### config.mk
export PLATFORM = sky130hd
export DESIGN_NAME = sequence_reorder_buffer
export DESIGN_NICKNAME = d
export VERILOG_FILES = /design/src/rtl/srb_pkg.sv /design/src/rtl/srb_ctrl.sv /design/src/rtl/srb_dpath.sv /design/src/rtl/sequence_reorder_buffer.sv
export SDC_FILE = /design/constraint.sdc
export NUM_CORES = 2
export LEC_CHECK = 0
export BUFFER_PORTS_ARGS = -buffer_cell sky130_fd_sc_hd__buf_4
export CAP_MARGIN = 15
export CORE_UTILIZATION = 56
export DETAILED_ROUTE_END_ITERATION = 10
export PLACE_DENSITY = 0.75
export SYNTH_ARGS = -nofsm -noshare
export SYNTH_HDL_FRONTEND = slang
export SYNTH_SLANG_ARGS = --single-unit
### constraint.sdc
create_clock -name clk -period 8.9 [get_ports clk]
set_input_delay 0.89 -clock clk [delete_from_list [all_inputs] [get_ports clk]]
set_output_delay 0.89 -clock clk [all_outputs]
set_load 0.005 [all_outputs]
### src/rtl/srb_pkg.sv
// Shared constants, codes and controller/datapath interface types.
package srb_pkg;

  localparam int DEPTH_DEF        = 32;
  localparam int EARLY_WINDOW_DEF = 16;

  localparam logic [4:0] CAP_RESET   = 5'd30;
  localparam logic [5:0] READY_RESET = 6'(12000 / 1000);

  localparam int CFG_IDX_W  = 2;
  localparam int CFG_DATA_W = 6;

  // register indexes
  localparam logic [CFG_IDX_W-1:0] CFG_CAPACITY = 2'd0;
  localparam logic [CFG_IDX_W-1:0] CFG_READY    = 2'd1;

  // operation codes
  localparam logic [1:0] OP_APPEND = 2'd0;
  localparam logic [1:0] OP_INSERT = 2'd1;
  localparam logic [1:0] OP_POP    = 2'd2;
  localparam logic [1:0] OP_CLEAR  = 2'd3;

  // ready flag updates
  localparam logic [2:0] RDY_KEEP   = 3'd0;
  localparam logic [2:0] RDY_SET_EQ = 3'd1;
  localparam logic [2:0] RDY_SET_GE = 3'd2;
  localparam logic [2:0] RDY_CLR    = 3'd3;
  localparam logic [2:0] RDY_CLR_LT = 3'd4;

  // write data source
  localparam logic WR_ITEM  = 1'b0;
  localparam logic WR_RDATA = 1'b1;

  typedef struct packed {
    logic       cap_in;
    logic       rd_en;
    logic       wr_en;
    logic       wr_src;
    logic       hd_inc;
    logic       hd_dec;
    logic       cnt_inc;
    logic       cnt_dec;
    logic       cnt_clr;
    logic [2:0] rdy_op;
    logic       acc_set;
    logic       pop_set;
    logic       out_load;
  } cmd_t;

  typedef struct packed {
    logic [1:0] op;
    logic       cnt_zero;
    logic       can_push;
    logic       newer;
    logic       older;
    logic       equal;
    logic       far;
    logic       out_free;
  } sts_t;

endpackage

### src/rtl/srb_ctrl.sv
// Controller state machine: sequences reads, writes and shifts per item.
module srb_ctrl #(
  parameter int DEPTH = srb_pkg::DEPTH_DEF
) (
  input  logic                       clk,
  input  logic                       rst,
  input  logic                       in_valid,
  output logic                       in_stall,
  input  srb_pkg::sts_t              sts,
  input  logic [$clog2(DEPTH+1)-1:0] count,
  output srb_pkg::cmd_t              cmd,
  output logic [$clog2(DEPTH)-1:0]   rd_pos,
  output logic [$clog2(DEPTH)-1:0]   wr_pos
);

  localparam int IW = $clog2(DEPTH);
  localparam int CW = $clog2(DEPTH + 1);

  localparam logic [3:0] S_IDLE  = 4'd0;
  localparam logic [3:0] S_DISP  = 4'd1;
  localparam logic [3:0] S_TAIL  = 4'd2;
  localparam logic [3:0] S_HEAD  = 4'd3;
  localparam logic [3:0] S_PUTH  = 4'd4;
  localparam logic [3:0] S_SCAN  = 4'd5;
  localparam logic [3:0] S_SHIFT = 4'd6;
  localparam logic [3:0] S_PUTM  = 4'd7;
  localparam logic [3:0] S_POP   = 4'd8;
  localparam logic [3:0] S_FIN   = 4'd9;

  logic [3:0]    state, state_next;
  logic [IW-1:0] i, i_next, j, j_next;
  logic [IW-1:0] i_inc, cnt_last, cnt_pos;

  assign i_inc    = i + IW'(1);
  assign cnt_last = IW'(count - CW'(1));
  assign cnt_pos  = IW'(count);
  assign in_stall = rst | (state != S_IDLE);

  always_comb begin
    state_next = state;
    i_next     = i;
    j_next     = j;
    cmd        = '0;
    rd_pos     = '0;
    wr_pos     = '0;
    unique case (state)
      S_IDLE: begin
        if (in_valid && !in_stall) begin
          cmd.cap_in = 1'b1;
          state_next = S_DISP;
        end
      end
      S_DISP: begin
        state_next = S_FIN;
        unique case (sts.op)
          srb_pkg::OP_APPEND: begin
            if (sts.can_push) begin
              cmd.wr_en   = 1'b1;
              cmd.wr_src  = srb_pkg::WR_ITEM;
              wr_pos      = cnt_pos;
              cmd.cnt_inc = 1'b1;
              cmd.rdy_op  = srb_pkg::RDY_SET_EQ;
              cmd.acc_set = 1'b1;
            end
          end
          srb_pkg::OP_INSERT: begin
            if (sts.can_push && sts.cnt_zero) begin
              cmd.wr_en   = 1'b1;
              cmd.wr_src  = srb_pkg::WR_ITEM;
              wr_pos      = '0;
              cmd.cnt_inc = 1'b1;
              cmd.rdy_op  = srb_pkg::RDY_CLR;
              cmd.acc_set = 1'b1;
            end else if (sts.can_push) begin
              cmd.rdy_op = srb_pkg::RDY_SET_GE;
              cmd.rd_en  = 1'b1;
              rd_pos     = cnt_last;
              state_next = S_TAIL;
            end
          end
          srb_pkg::OP_POP: begin
            if (!sts.cnt_zero) begin
              cmd.rd_en  = 1'b1;
              rd_pos     = '0;
              state_next = S_POP;
            end
          end
          srb_pkg::OP_CLEAR: begin
            cmd.cnt_clr = 1'b1;
            cmd.rdy_op  = srb_pkg::RDY_CLR;
          end
        endcase
      end
      S_TAIL: begin
        if (sts.newer) begin
          cmd.wr_en   = 1'b1;
          cmd.wr_src  = srb_pkg::WR_ITEM;
          wr_pos      = cnt_pos;
          cmd.cnt_inc = 1'b1;
          cmd.acc_set = 1'b1;
          state_next  = S_FIN;
        end else begin
          cmd.rd_en  = 1'b1;
          rd_pos     = '0;
          state_next = S_HEAD;
        end
      end
      S_HEAD: begin
        priority if (sts.older) begin
          if (sts.far) begin
            state_next = S_FIN;
          end else begin
            cmd.hd_dec = 1'b1;
            state_next = S_PUTH;
          end
        end else if (sts.equal) begin
          state_next = S_FIN;
        end else if (count > CW'(1)) begin
          i_next     = IW'(1);
          cmd.rd_en  = 1'b1;
          rd_pos     = IW'(1);
          state_next = S_SCAN;
        end else begin
          state_next = S_FIN;
        end
      end
      S_PUTH: begin
        cmd.wr_en   = 1'b1;
        cmd.wr_src  = srb_pkg::WR_ITEM;
        wr_pos      = '0;
        cmd.cnt_inc = 1'b1;
        cmd.acc_set = 1'b1;
        state_next  = S_FIN;
      end
      S_SCAN: begin
        priority if (sts.equal) begin
          state_next = S_FIN;
        end else if (sts.older) begin
          j_next     = cnt_last;
          cmd.rd_en  = 1'b1;
          rd_pos     = cnt_last;
          state_next = S_SHIFT;
        end else if (CW'(i_inc) < count) begin
          i_next    = i_inc;
          cmd.rd_en = 1'b1;
          rd_pos    = i_inc;
        end else begin
          state_next = S_FIN;
        end
      end
      S_SHIFT: begin
        cmd.wr_en  = 1'b1;
        cmd.wr_src = srb_pkg::WR_RDATA;
        wr_pos     = j + IW'(1);
        if (j == i) begin
          state_next = S_PUTM;
        end else begin
          j_next    = j - IW'(1);
          cmd.rd_en = 1'b1;
          rd_pos    = j - IW'(1);
        end
      end
      S_PUTM: begin
        cmd.wr_en   = 1'b1;
        cmd.wr_src  = srb_pkg::WR_ITEM;
        wr_pos      = i;
        cmd.cnt_inc = 1'b1;
        cmd.acc_set = 1'b1;
        state_next  = S_FIN;
      end
      S_POP: begin
        cmd.hd_inc  = 1'b1;
        cmd.cnt_dec = 1'b1;
        cmd.rdy_op  = srb_pkg::RDY_CLR_LT;
        cmd.acc_set = 1'b1;
        cmd.pop_set = 1'b1;
        state_next  = S_FIN;
      end
      S_FIN: begin
        if (sts.out_free) begin
          cmd.out_load = 1'b1;
          state_next   = S_IDLE;
        end
      end
      default: state_next = S_IDLE;
    endcase
  end

  always_ff @(posedge clk) begin
    if (rst) begin
      state <= S_IDLE;
    end else begin
      state <= state_next;
    end
  end

  always_ff @(posedge clk) begin
    i <= i_next;
    j <= j_next;
  end

endmodule

### src/rtl/srb_dpath.sv
// Datapath: descriptor memory, head and count, ready flag, registers, result register.
module srb_dpath #(
  parameter int DEPTH        = srb_pkg::DEPTH_DEF,
  parameter int EARLY_WINDOW = srb_pkg::EARLY_WINDOW_DEF
) (
  input  logic                            clk,
  input  logic                            rst,
  input  srb_pkg::cmd_t                   cmd,
  input  logic [$clog2(DEPTH)-1:0]        rd_pos,
  input  logic [$clog2(DEPTH)-1:0]        wr_pos,
  output srb_pkg::sts_t                   sts,
  output logic [$clog2(DEPTH+1)-1:0]      count,
  input  logic [1:0]                      op,
  input  logic [15:0]                     seq,
  input  logic [31:0]                     payload_ref,
  input  logic [15:0]                     payload_len,
  input  logic                            cfg_we,
  input  logic [srb_pkg::CFG_IDX_W-1:0]   cfg_index,
  input  logic [srb_pkg::CFG_DATA_W-1:0]  cfg_data,
  input  logic                            out_stall,
  output logic                            out_valid,
  output logic                            accepted,
  output logic [15:0]                     out_seq,
  output logic [31:0]                     out_ref,
  output logic [15:0]                     out_len,
  output logic [5:0]                      fill_count,
  output logic                            ready_res
);

  localparam int IW    = $clog2(DEPTH);
  localparam int CW    = $clog2(DEPTH + 1);
  localparam int CMP_W = (CW > 6) ? CW : 6;
  localparam logic [IW:0] DEPTH_X = (IW + 1)'(DEPTH);
  localparam logic [16:0] EW_X    = 17'(EARLY_WINDOW);

  typedef struct packed {
    logic [15:0] seq;
    logic [31:0] pref;
    logic [15:0] len;
  } entry_t;

  entry_t        mem [DEPTH];
  entry_t        rdata, item, wdata;
  logic [1:0]    item_op;
  logic [IW-1:0] hd, rd_addr, wr_addr;
  logic [4:0]    cap, cap_next;
  logic [5:0]    level, level_next;
  logic          ready, ready_next;
  logic          acc, pop_hit;
  logic [15:0]   diff, behind;
  logic [CW-1:0] count_plus, count_minus;

  function automatic logic [IW-1:0] to_phys(input logic [IW-1:0] pos,
                                            input logic [IW-1:0] base);
    logic [IW:0] sum;
    sum = {1'b0, pos} + {1'b0, base};
    if (sum >= DEPTH_X) sum = sum - DEPTH_X;
    return sum[IW-1:0];
  endfunction

  assign rd_addr = to_phys(rd_pos, hd);
  assign wr_addr = to_phys(wr_pos, hd);
  assign wdata   = (cmd.wr_src == srb_pkg::WR_RDATA) ? rdata : item;

  always_ff @(posedge clk) begin
    if (cmd.cap_in) begin
      item_op <= op;
      item    <= '{seq: seq, pref: payload_ref, len: payload_len};
    end
  end

  always_ff @(posedge clk) begin
    if (cmd.wr_en) mem[wr_addr] <= wdata;
    if (cmd.rd_en) rdata <= mem[rd_addr];
  end

  // head pointer wraps at DEPTH, which need not be a power of two
  always_ff @(posedge clk) begin
    if (rst) begin
      hd <= '0;
    end else if (cmd.hd_inc) begin
      hd <= (hd == IW'(DEPTH - 1)) ? '0 : hd + IW'(1);
    end else if (cmd.hd_dec) begin
      hd <= (hd == '0) ? IW'(DEPTH - 1) : hd - IW'(1);
    end
  end

  assign count_plus  = count + CW'(1);
  assign count_minus = count - CW'(1);

  always_ff @(posedge clk) begin
    if (rst) begin
      count <= '0;
    end else if (cmd.cnt_clr) begin
      count <= '0;
    end else if (cmd.cnt_inc) begin
      count <= count_plus;
    end else if (cmd.cnt_dec) begin
      count <= count_minus;
    end
  end

  always_comb begin
    ready_next = ready;
    level_next = level;
    cap_next   = cap;
    unique case (cmd.rdy_op)
      srb_pkg::RDY_KEEP: ;
      srb_pkg::RDY_SET_EQ:
        if (CMP_W'(count_plus) == CMP_W'(level)) ready_next = 1'b1;
      srb_pkg::RDY_SET_GE:
        if (CMP_W'(count) >= CMP_W'(level)) ready_next = 1'b1;
      srb_pkg::RDY_CLR:
        ready_next = 1'b0;
      srb_pkg::RDY_CLR_LT:
        if (CMP_W'(count_minus) < CMP_W'(level)) ready_next = 1'b0;
      default: ;
    endcase
    if (cfg_we) begin
      unique case (cfg_index)
        srb_pkg::CFG_CAPACITY: cap_next = cfg_data[4:0];
        srb_pkg::CFG_READY: begin
          if (cfg_data != '0) begin
            if (cfg_data > level) ready_next = 1'b0;
            level_next = cfg_data;
          end
        end
        default: ;
      endcase
    end
  end

  always_ff @(posedge clk) begin
    if (rst) begin
      ready <= 1'b0;
      level <= srb_pkg::READY_RESET;
      cap   <= srb_pkg::CAP_RESET;
    end else begin
      ready <= ready_next;
      level <= level_next;
      cap   <= cap_next;
    end
  end

  always_ff @(posedge clk) begin
    if (rst) begin
      acc     <= 1'b0;
      pop_hit <= 1'b0;
    end else if (cmd.cap_in) begin
      acc     <= 1'b0;
      pop_hit <= 1'b0;
    end else begin
      if (cmd.acc_set) acc <= 1'b1;
      if (cmd.pop_set) pop_hit <= 1'b1;
    end
  end

  assign diff   = item.seq - rdata.seq;
  assign behind = rdata.seq - item.seq;

  always_comb begin
    sts.op       = item_op;
    sts.cnt_zero = (count == '0);
    sts.can_push = (CMP_W'(count) <= CMP_W'(cap)) && (count < CW'(DEPTH));
    sts.newer    = (diff != '0) && !diff[15];
    sts.older    = diff[15];
    sts.equal    = (diff == '0);
    sts.far      = {1'b0, behind} > EW_X;
    sts.out_free = !out_valid || !out_stall;
  end

  always_ff @(posedge clk) begin
    if (rst) begin
      out_valid <= 1'b0;
    end else if (cmd.out_load) begin
      out_valid <= 1'b1;
    end else if (!out_stall) begin
      out_valid <= 1'b0;
    end
  end

  always_ff @(posedge clk) begin
    if (cmd.out_load) begin
      accepted   <= acc;
      out_seq    <= pop_hit ? rdata.seq  : '0;
      out_ref    <= pop_hit ? rdata.pref : '0;
      out_len    <= pop_hit ? rdata.len  : '0;
      fill_count <= 6'(count);
      ready_res  <= ready;
    end
  end

endmodule

### src/rtl/sequence_reorder_buffer.sv
// Top level of the packet sequence reorder buffer.
// Holds up to DEPTH packet descriptors (sequence number, payload reference,
// length) in sequence order in a circular single-port-write, single-port-read
// memory, and runs one operation per input item: append at the tail, sorted
// insert by 16-bit wrapping sequence number, pop of the head, or clear. Every
// item gives exactly one result item with the popped descriptor (zero when
// nothing is popped), the accepted bit, the fill count and the playout ready
// flag. Items are handled one at a time. The memory gives one read and one
// write a cycle, and the search and the shift of the newer entries in a
// middle insert each move through it one entry a cycle. A finished result
// waits in an output register, so the next item is taken while it is
// still stalled. Both channels accept an item on a clock edge with valid high
// and stall low. Configuration writes (index 0 capacity limit, index 1 ready
// level; other indexes do nothing) are always ready and must be issued while
// no item is in flight. No clearing pass follows reset: entries are only
// read below the fill count.
module sequence_reorder_buffer #(
  parameter int DEPTH        = srb_pkg::DEPTH_DEF,
  parameter int EARLY_WINDOW = srb_pkg::EARLY_WINDOW_DEF
) (
  input  logic                            clk,
  input  logic                            rst,
  // input items
  input  logic                            in_valid,
  output logic                            in_stall,
  input  logic [1:0]                      op,
  input  logic [15:0]                     seq,
  input  logic [31:0]                     payload_ref,
  input  logic [15:0]                     payload_len,
  // result items
  output logic                            out_valid,
  input  logic                            out_stall,
  output logic                            accepted,
  output logic [15:0]                     out_seq,
  output logic [31:0]                     out_ref,
  output logic [15:0]                     out_len,
  output logic [5:0]                      fill_count,
  output logic                            ready_res,
  // configuration writes
  input  logic                            cfg_valid,
  output logic                            cfg_ready,
  input  logic [srb_pkg::CFG_IDX_W-1:0]   cfg_index,
  input  logic [srb_pkg::CFG_DATA_W-1:0]  cfg_data
);

  localparam int IW = $clog2(DEPTH);
  localparam int CW = $clog2(DEPTH + 1);

  srb_pkg::cmd_t cmd;
  srb_pkg::sts_t sts;
  logic [IW-1:0] rd_pos, wr_pos;
  logic [CW-1:0] count;
  logic          cfg_we;

  // registers take a write in any cycle
  assign cfg_ready = 1'b1;
  assign cfg_we    = cfg_valid & cfg_ready;

  srb_ctrl #(
    .DEPTH (DEPTH)
  ) u_ctrl (
    .clk      (clk),
    .rst      (rst),
    .in_valid (in_valid),
    .in_stall (in_stall),
    .sts      (sts),
    .count    (count),
    .cmd      (cmd),
    .rd_pos   (rd_pos),
    .wr_pos   (wr_pos)
  );

  srb_dpath #(
    .DEPTH        (DEPTH),
    .EARLY_WINDOW (EARLY_WINDOW)
  ) u_dpath (
    .clk         (clk),
    .rst         (rst),
    .cmd         (cmd),
    .rd_pos      (rd_pos),
    .wr_pos      (wr_pos),
    .sts         (sts),
    .count       (count),
    .op          (op),
    .seq         (seq),
    .payload_ref (payload_ref),
    .payload_len (payload_len),
    .cfg_we      (cfg_we),
    .cfg_index   (cfg_index),
    .cfg_data    (cfg_data),
    .out_stall   (out_stall),
    .out_valid   (out_valid),
    .accepted    (accepted),
    .out_seq     (out_seq),
    .out_ref     (out_ref),
    .out_len     (out_len),
    .fill_count  (fill_count),
    .ready_res   (ready_res)
  );

endmodule

Word level (Yosys, flattened, before mapping). Memories as Yosys holds them, arrays and structs flattened. A register that Yosys moved wholly into a read port is not among the register bits. Index checks and enable logic that the tools add are counted.

Add/sub/neg operators: 13. Multiply operators: 0. Div/mod/pow operators: 0. Order comparisons: 10. Equality and inequality tests: 33. Shifts and indexed selects: 0. Mux-type cells: 102. Bitwise operators: 1. Reductions and logical operators: 31.

Operators by type and width (count): 5-bit 2-to-1 mux (27); 64-bit 2-to-1 mux (1); 4-bit 2-to-1 mux (13); 5-bit case mux with 4 select lines (2); 1-bit 2-to-1 mux (36); 4-bit case mux with 8 select lines (1); 16-bit subtractor (2); 5-bit case mux with 2 select lines (2); 5-bit by 1-bit subtractor with 5-bit output (second input constant) (4); 4-bit by 3-bit == test with 1-bit output (second input constant) (4); 16-bit by 5-bit > comparator with 1-bit output (second input constant) (1); 16-bit logical NOT (1); 16-bit nonzero test (1); 5-bit by 1-bit adder with 5-bit output (second input constant) (3); 2-bit != test (second input constant) (7); 5-bit by 5-bit adder with 6-bit output (2); 6-bit greater-or-equal comparator (second input constant) (2); 6-bit 2-to-1 mux (2); 2-bit 2-to-1 mux (5); 2-bit by 1-bit != test with 1-bit output (second input constant) (5); 3-bit case mux with 3 select lines (1); 4-bit by 2-bit == test with 1-bit output (second input constant) (2); 4-bit == test (second input constant) (2); 2-bit case mux with 4 select lines (1); other kinds (44) (63).

Flip-flop bits (word level): 178. Bits in latches: 0. Bits in writable memories: 2048. Bits in read-only memories: 0. Input port bits: 79. Output and inout bits: 75. Logic and storage cells: 212. Memories kept: 1.

Memories: u_dpath.mem (words 32, bits a word 64, read ports 1, clocked after memory_dff 1, wr ports 1, RTL line srb_dpath.sv:42) `entry_t mem [DEPTH];`.

Logic depth before layout (Yosys ltp).
Depth in word-level cells: 12. Mapped depth: 23. Gate-level depth less buffers: 22.

Hierarchy. Synthesis repeated with hierarchy kept, for this count alone.

Cell total of the unflattened synthesis: 4897. Area, all modules: 91123.6 µm².

Modules (own cells, without submodules): srb_dpath (instances 1, cells each 4675, area each 89404.5 µm², sequential area each 68085.3 µm²); srb_ctrl (instances 1, cells each 220, area each 1707.9 µm², sequential area each 380.4 µm²); sequence_reorder_buffer (instances 1, cells each 2, area each 11.3 µm², sequential area each 0.0 µm²).

Worst setup path before layout. No wires, ideal clock.

Path kind: register -> register. From: register u_dpath.item[48] in the netlist's numbering. To: memory u_dpath.mem[10][0] in the netlist's numbering, enable pin. Setup time: 0.564 ns. Arrival: 9.309 ns. Required time: 8.336 ns. Setup slack: -0.973 ns. Cell stages (with the launch flop): 23. Buffers on the path: 1. Period minus slack after synthesis: 9.873 ns. Cells stage by stage: edfxtp_1 -> inv_1 -> ha_1 -> inv_1 -> fa_1 -> a21o_2 -> a311oi_2 -> nor3_1 -> a2111oi_0 -> and4_4 -> o2111ai_1 -> a21oi_1 -> o21ai_0 -> ha_1 -> fa_1 -> a21o_1 -> a21oi_1 -> xnor2_1 -> or2_2 -> a211o_1 -> o211a_1 -> clkbuf_1 -> nor3_1.

Longest elaborated chain between the ends: 8. Elaborated cells on any way between the ends: 14. Classes of those cells: add/sub: 3; order compare: 1; mux: 7; reduce/logical: 3.

Ends and longest elaborated chain: start: declaration (RTL line srb_dpath.sv:43) `entry_t rdata, item, wdata;`; start signal: assignment (RTL line srb_dpath.sv:68) `item <= '{seq: seq, pref: payload_ref, len: payload_len};`; 16-bit subtractor (*) (RTL line srb_dpath.sv:158) `assign diff = item.seq - rdata.seq;`; 16-bit nonzero test or 1-bit logical NOT (tied branches) (RTL line srb_dpath.sv:165) `sts.newer = (diff != '0) && !diff[15];`; 1-bit logical AND (*) (RTL line srb_dpath.sv:165); 5-bit 2-to-1 mux (RTL line srb_ctrl.sv:95) `if (sts.newer) begin`; 5-bit case mux with 4 select lines (RTL line srb_ctrl.sv:46) `unique case (state)`; 5-bit by 5-bit adder with 6-bit output (RTL line srb_dpath.sv:56) `sum = {1'b0, pos} + {1'b0, base};`; 5-bit by 1-bit subtractor with 5-bit output or 6-bit greater-or-equal comparator (tied branches) (RTL line srb_dpath.sv:57) `if (sum >= DEPTH_X) sum = sum - DEPTH_X;`; 5-bit 2-to-1 mux (RTL line srb_dpath.sv:57); end: declaration (RTL line srb_dpath.sv:42).

Mark *: on every way between the ends. The rest lies on a longest branch, timed or not.

Final worst setup path.
From: register u_dpath.item[48] in the netlist's numbering. To: memory u_dpath.mem[11][0] in the netlist's numbering, enable pin.

Same word-level chain as after synthesis.

==> qor.csv <==
stage;metric;value;unit
synth;Post-Synthesis Cell Area;90470;um2
setup_path;CP max FO;50;
global_route;first-pass GRT wire length;307900;um
timing;Fmax;132.7;MHz
setup_path;critical path class;reg2reg;
global_route;met3 track demand over resource;0.04632;
floorplanning;initial core utilization;0.5641;
synth;main flop type after synthesis;edfxtp_1;
pwr;Switching Share;0.2743;
clock_network;number of gates resized after CTS;0;
synth;Async SR Flop Fraction;0;
job;max cap viols;0;
synth;Cells after Synth;4170;
timing;minimum clock period;7.538;ns
synth;sequential share of the synthesized area;0.7568;
floorplanning;# rows;147;
setup_path;Critical Path End Type;flip-flop;
setup_path;startpoint types;flip-flop;
timing;slack of the critical path;1.362;ns
synth;post-synthesis mux area share;0.1689;
clock_network;Post-CTS Setup Bufs;0;
floorplanning;Die Wd;403.9;um
setup_path;Critical Path RT;9.37;ns
timing;max_slew headroom;0.2092;
timing;fin crit share;0.8470;
timing;unrepaired setup endpoints after global routing;no;
global_route;initial antenna violation count;4;
placed_design;post-DP HPWL;103600;um
final_layout;fin cells;6802;
pwr;NetSw;8076;uW
placed_design;GPL Wtd Cong;0.8782;
floorplanning;die height;403.9;um
floorplanning;core box area;160400;um2
final_layout;most frequent cells in the layout;edfxtp_1 (2260), mux4_2 (640), nand2_1 (231), buf_4 (226), clkbuf_16 (218);
pwr;Clk network pwr share;0.311;
final_layout;layout cells sized above 1;0.2923;
synth;xor and xnor area share after synthesis;0.004757;
timing;Max Transition Viols Final;0;
global_route;busiest grt layer;met2;
clock_network;worst skew pair latency;0.87;ns
placed_design;I/O Buffers;152;
clock_network;Max clock buf depth;3;
final_layout;nets@finish;4612;
global_route;GR Layer Usage met1;0.3672;
synth;syn_nets;4330;
synth;Compound-Gate Fraction of Synth Area;0.01857;
setup_path;CP arrival;8.01;ns
pwr;Reg power frac;0.439;
synth;Post-synth EDFFs;2260;
final_layout;commonest non-fill, non-tap cell in the layout;edfxtp_1;
final_layout;Antenna diodes;0;
global_route;number of global-route vias before repair;45190;
clock_network;Root Buffer;clkbuf_16;
run_status;status;completed;
clock_network;clock sink total;2290;
routing;Routed WL;211800;um
synth;Post-Synth Adder-Cell Area;0.01145;
global_route;largest net degree at the start of global routing;129;
routing;first drt pass iteration count;6;
pwr;Comb pwr share;0.250;
pwr;leakage power;0.03225;uW
clock_network;clock slew at reported path FFs;0.06;ns
timing;Setup TNS Final;0;ns
routing;vias post-DR;44210;
worst_hold_path;hold crit path type;in2reg;
final_layout;Area Growth Syn to Fin;12.87;%
synth;Yosys reg bits;2290;
timing;Slew @ Worst Pin;1.183;ns
synth;Cell variety after synth;82;
global_route;M2 GR Usage;0.4302;
synth;Post-Syn Area per Cell;21.70;um2
timing;Final Hold Fails;0;
pwr;Overall Power;29440;uW
clock_network;cts bufs inserted;218;
placed_design;Placement Setup Slack;1.586;ns
routing;wire per inst;31.14;um
clock_network;CTS tree;done;
synth;largest family of logic cells by synthesized area;multiplexers;
routing;vias per std cell;6.499;
placed_design;Placed Cells;6385;
clock_network;htree depth;4;
synth;Synth Area in Simple Gates;0.02683;
synth;count of warnings emitted by yosys;0;
floorplanning;I/O pin cnt;154;
pwr;peak supply drop;273.3;uV
pwr;PD cells;288.3;nW/um2
global_route;grt total ovfl;0;
timing;# setup viols final;0;
routing;drc violations;0;
pwr;Pint;21370;uW
routing;initial detailed-routing violation count;5440;
timing;final worst clock skew;0.05078;ns
routing;Routed Antenna Nets;0;
global_route;GRT Overall Usage;0.2627;
clock_network;CTS Hold Bufs;0;
floorplanning;DIE AREA;163200;um2
-- cell type report --
class,instances,area (um2)
Multi-Input combinational cell,1602,21130
Tap cell,2160,2703
Clock inverter,150,1446
Sequential cell,2290,68470
Timing Repair Buffer,265,2467
Inverter,75,281.5
Fill cell,10260,58270
Clock buffer,260,5613
-- cell usage after synthesis (4+ instances only) --
master / number / share of area
edfxtp_1: 2260 / 0.75
mux4_2: 640 / 0.16
nand2_1: 231 / 0.0096
clkbuf_1: 140 / 0.0058
ha_1: 78 / 0.011
inv_1: 73 / 0.0030
nor2_1: 73 / 0.0030
and2_1: 68 / 0.0047
a21oi_1: 64 / 0.0035
nor3_1: 56 / 0.0031
buf_1: 44 / 0.0018
mux2_2: 43 / 0.0054
o21ai_0: 43 / 0.0024
dfxtp_1: 30 / 0.0066
nand3_1: 26 / 0.0014
xnor2_1: 26 / 0.0025
mux2_4: 23 / 0.0038
xor2_1: 20 / 0.0019
a21o_1: 18 / 0.0015
o211ai_1: 17 / 0.0014
nor2b_1: 14 / 0.00097
buf_6: 10 / 0.0012
nand2b_1: 9 / 0.00062
o21a_1: 9 / 0.00075
or3_1: 8 / 0.00055
a31oi_1: 7 / 0.00048
o221ai_1: 7 / 0.00068
o31ai_1: 7 / 0.00058
a2111oi_0: 6 / 0.00058
buf_4: 6 / 0.00050
nand4_1: 6 / 0.00041
nor4_1: 6 / 0.00041
and3_1: 5 / 0.00035
o2111ai_1: 5 / 0.00048
a211o_1: 4 / 0.00039
a211oi_1: 4 / 0.00033
a22oi_1: 4 / 0.00033
a311oi_1: 4 / 0.00039
mux2i_1: 4 / 0.00044
or2_2: 4 / 0.00028
-- path summary, 6_finish.rpt --
kind                        end  slack, ns        startpoint  cells after the start
min             u_dpath.item[8]       0.20    payload_len[8]                      1
max          u_dpath.mem[11][0]       1.36  u_dpath.item[48]                     22
max reg2reg  u_dpath.mem[11][0]       1.36  u_dpath.item[48]                     22
min reg2reg    u_dpath.accepted       0.44       u_dpath.acc                      0
-- power groups by stage --
stage | Combinational (uW) | Sequential (uW) | Clock, uW
3_5_place_dp | 7310 | 13100 | 0
3_3_place_gp | 7230 | 13100 | 0
4_1_cts | 7430 | 12900 | 9260
2_1_floorplan | 5380 | 13100 | 0
6_report | 7370 | 12900 | 9150
5_1_grt | 7830 | 13000 | 9620
-- critical path: stages (launching register included) --
cell and delay (ns):
edfxtp_1 0.42, inv_1 0.09, ha_1 0.16, inv_1 0.05, fa_1 0.39, a21o_2 0.26
a311oi_2 0.35, nor3_1 0.10, a2111oi_0 0.47, and4_4 0.31, o2111ai_1 0.46, a21oi_1 0.46
o21ai_0 0.15, ha_1 0.24, fa_1 0.46, a21o_1 0.18, a21oi_1 0.18, xnor2_1 0.12
or2_2 0.33, a211o_1 0.31, o211a_1 0.42, nor3_2 0.37, buf_4 0.82
-- metrics by stage --
step / util / instance area (um2) / hold WS (ns)
final: 0.6367 / 102100 / 0.1979
after global routing: 0.6367 / 102100 / 0.1691
after CTS: 0.6358 / 102000 / 0.1451
after detailed placement: 0.5918 / 94920 / 0.4330
after global placement: 0.5917 / 94900 / 0.4219
after floorplan: - / 90470 / 0.4090
-- routing by layer --
layer / up-vias / part of all wire / routed length (um)
met5: - / 0 / 0
met4: 0 / 0.026 / 5472
met3: 355 / 0.090 / 19010
met2: 2540 / 0.50 / 105900
met1: 23350 / 0.38 / 81460
li1: 17960 / - / -
-- logic make-up after synthesis --
group / Yosys count
multiplexers: 710
flip-flops: 2290
AO/OA/AOI/OAI: 242
adder cells (fa/ha/maj): 81
buffers and inverters: 278
XOR/XNOR: 47
other: 1
AND/OR/NAND/NOR: 521
-- flip-flops by register name, summed over array words and instances, names as in the netlist, 6 cells and up --
signal	cells
u_dpath.level	6
u_dpath.mem	2048
u_dpath.fill_count	6
u_dpath.out_ref	32
u_dpath.out_len	16
u_dpath.out_seq	16
u_dpath.item	64
u_dpath.count	6
u_dpath.rdata	64
No activity file was read; power rests on OpenSTA's default activity.
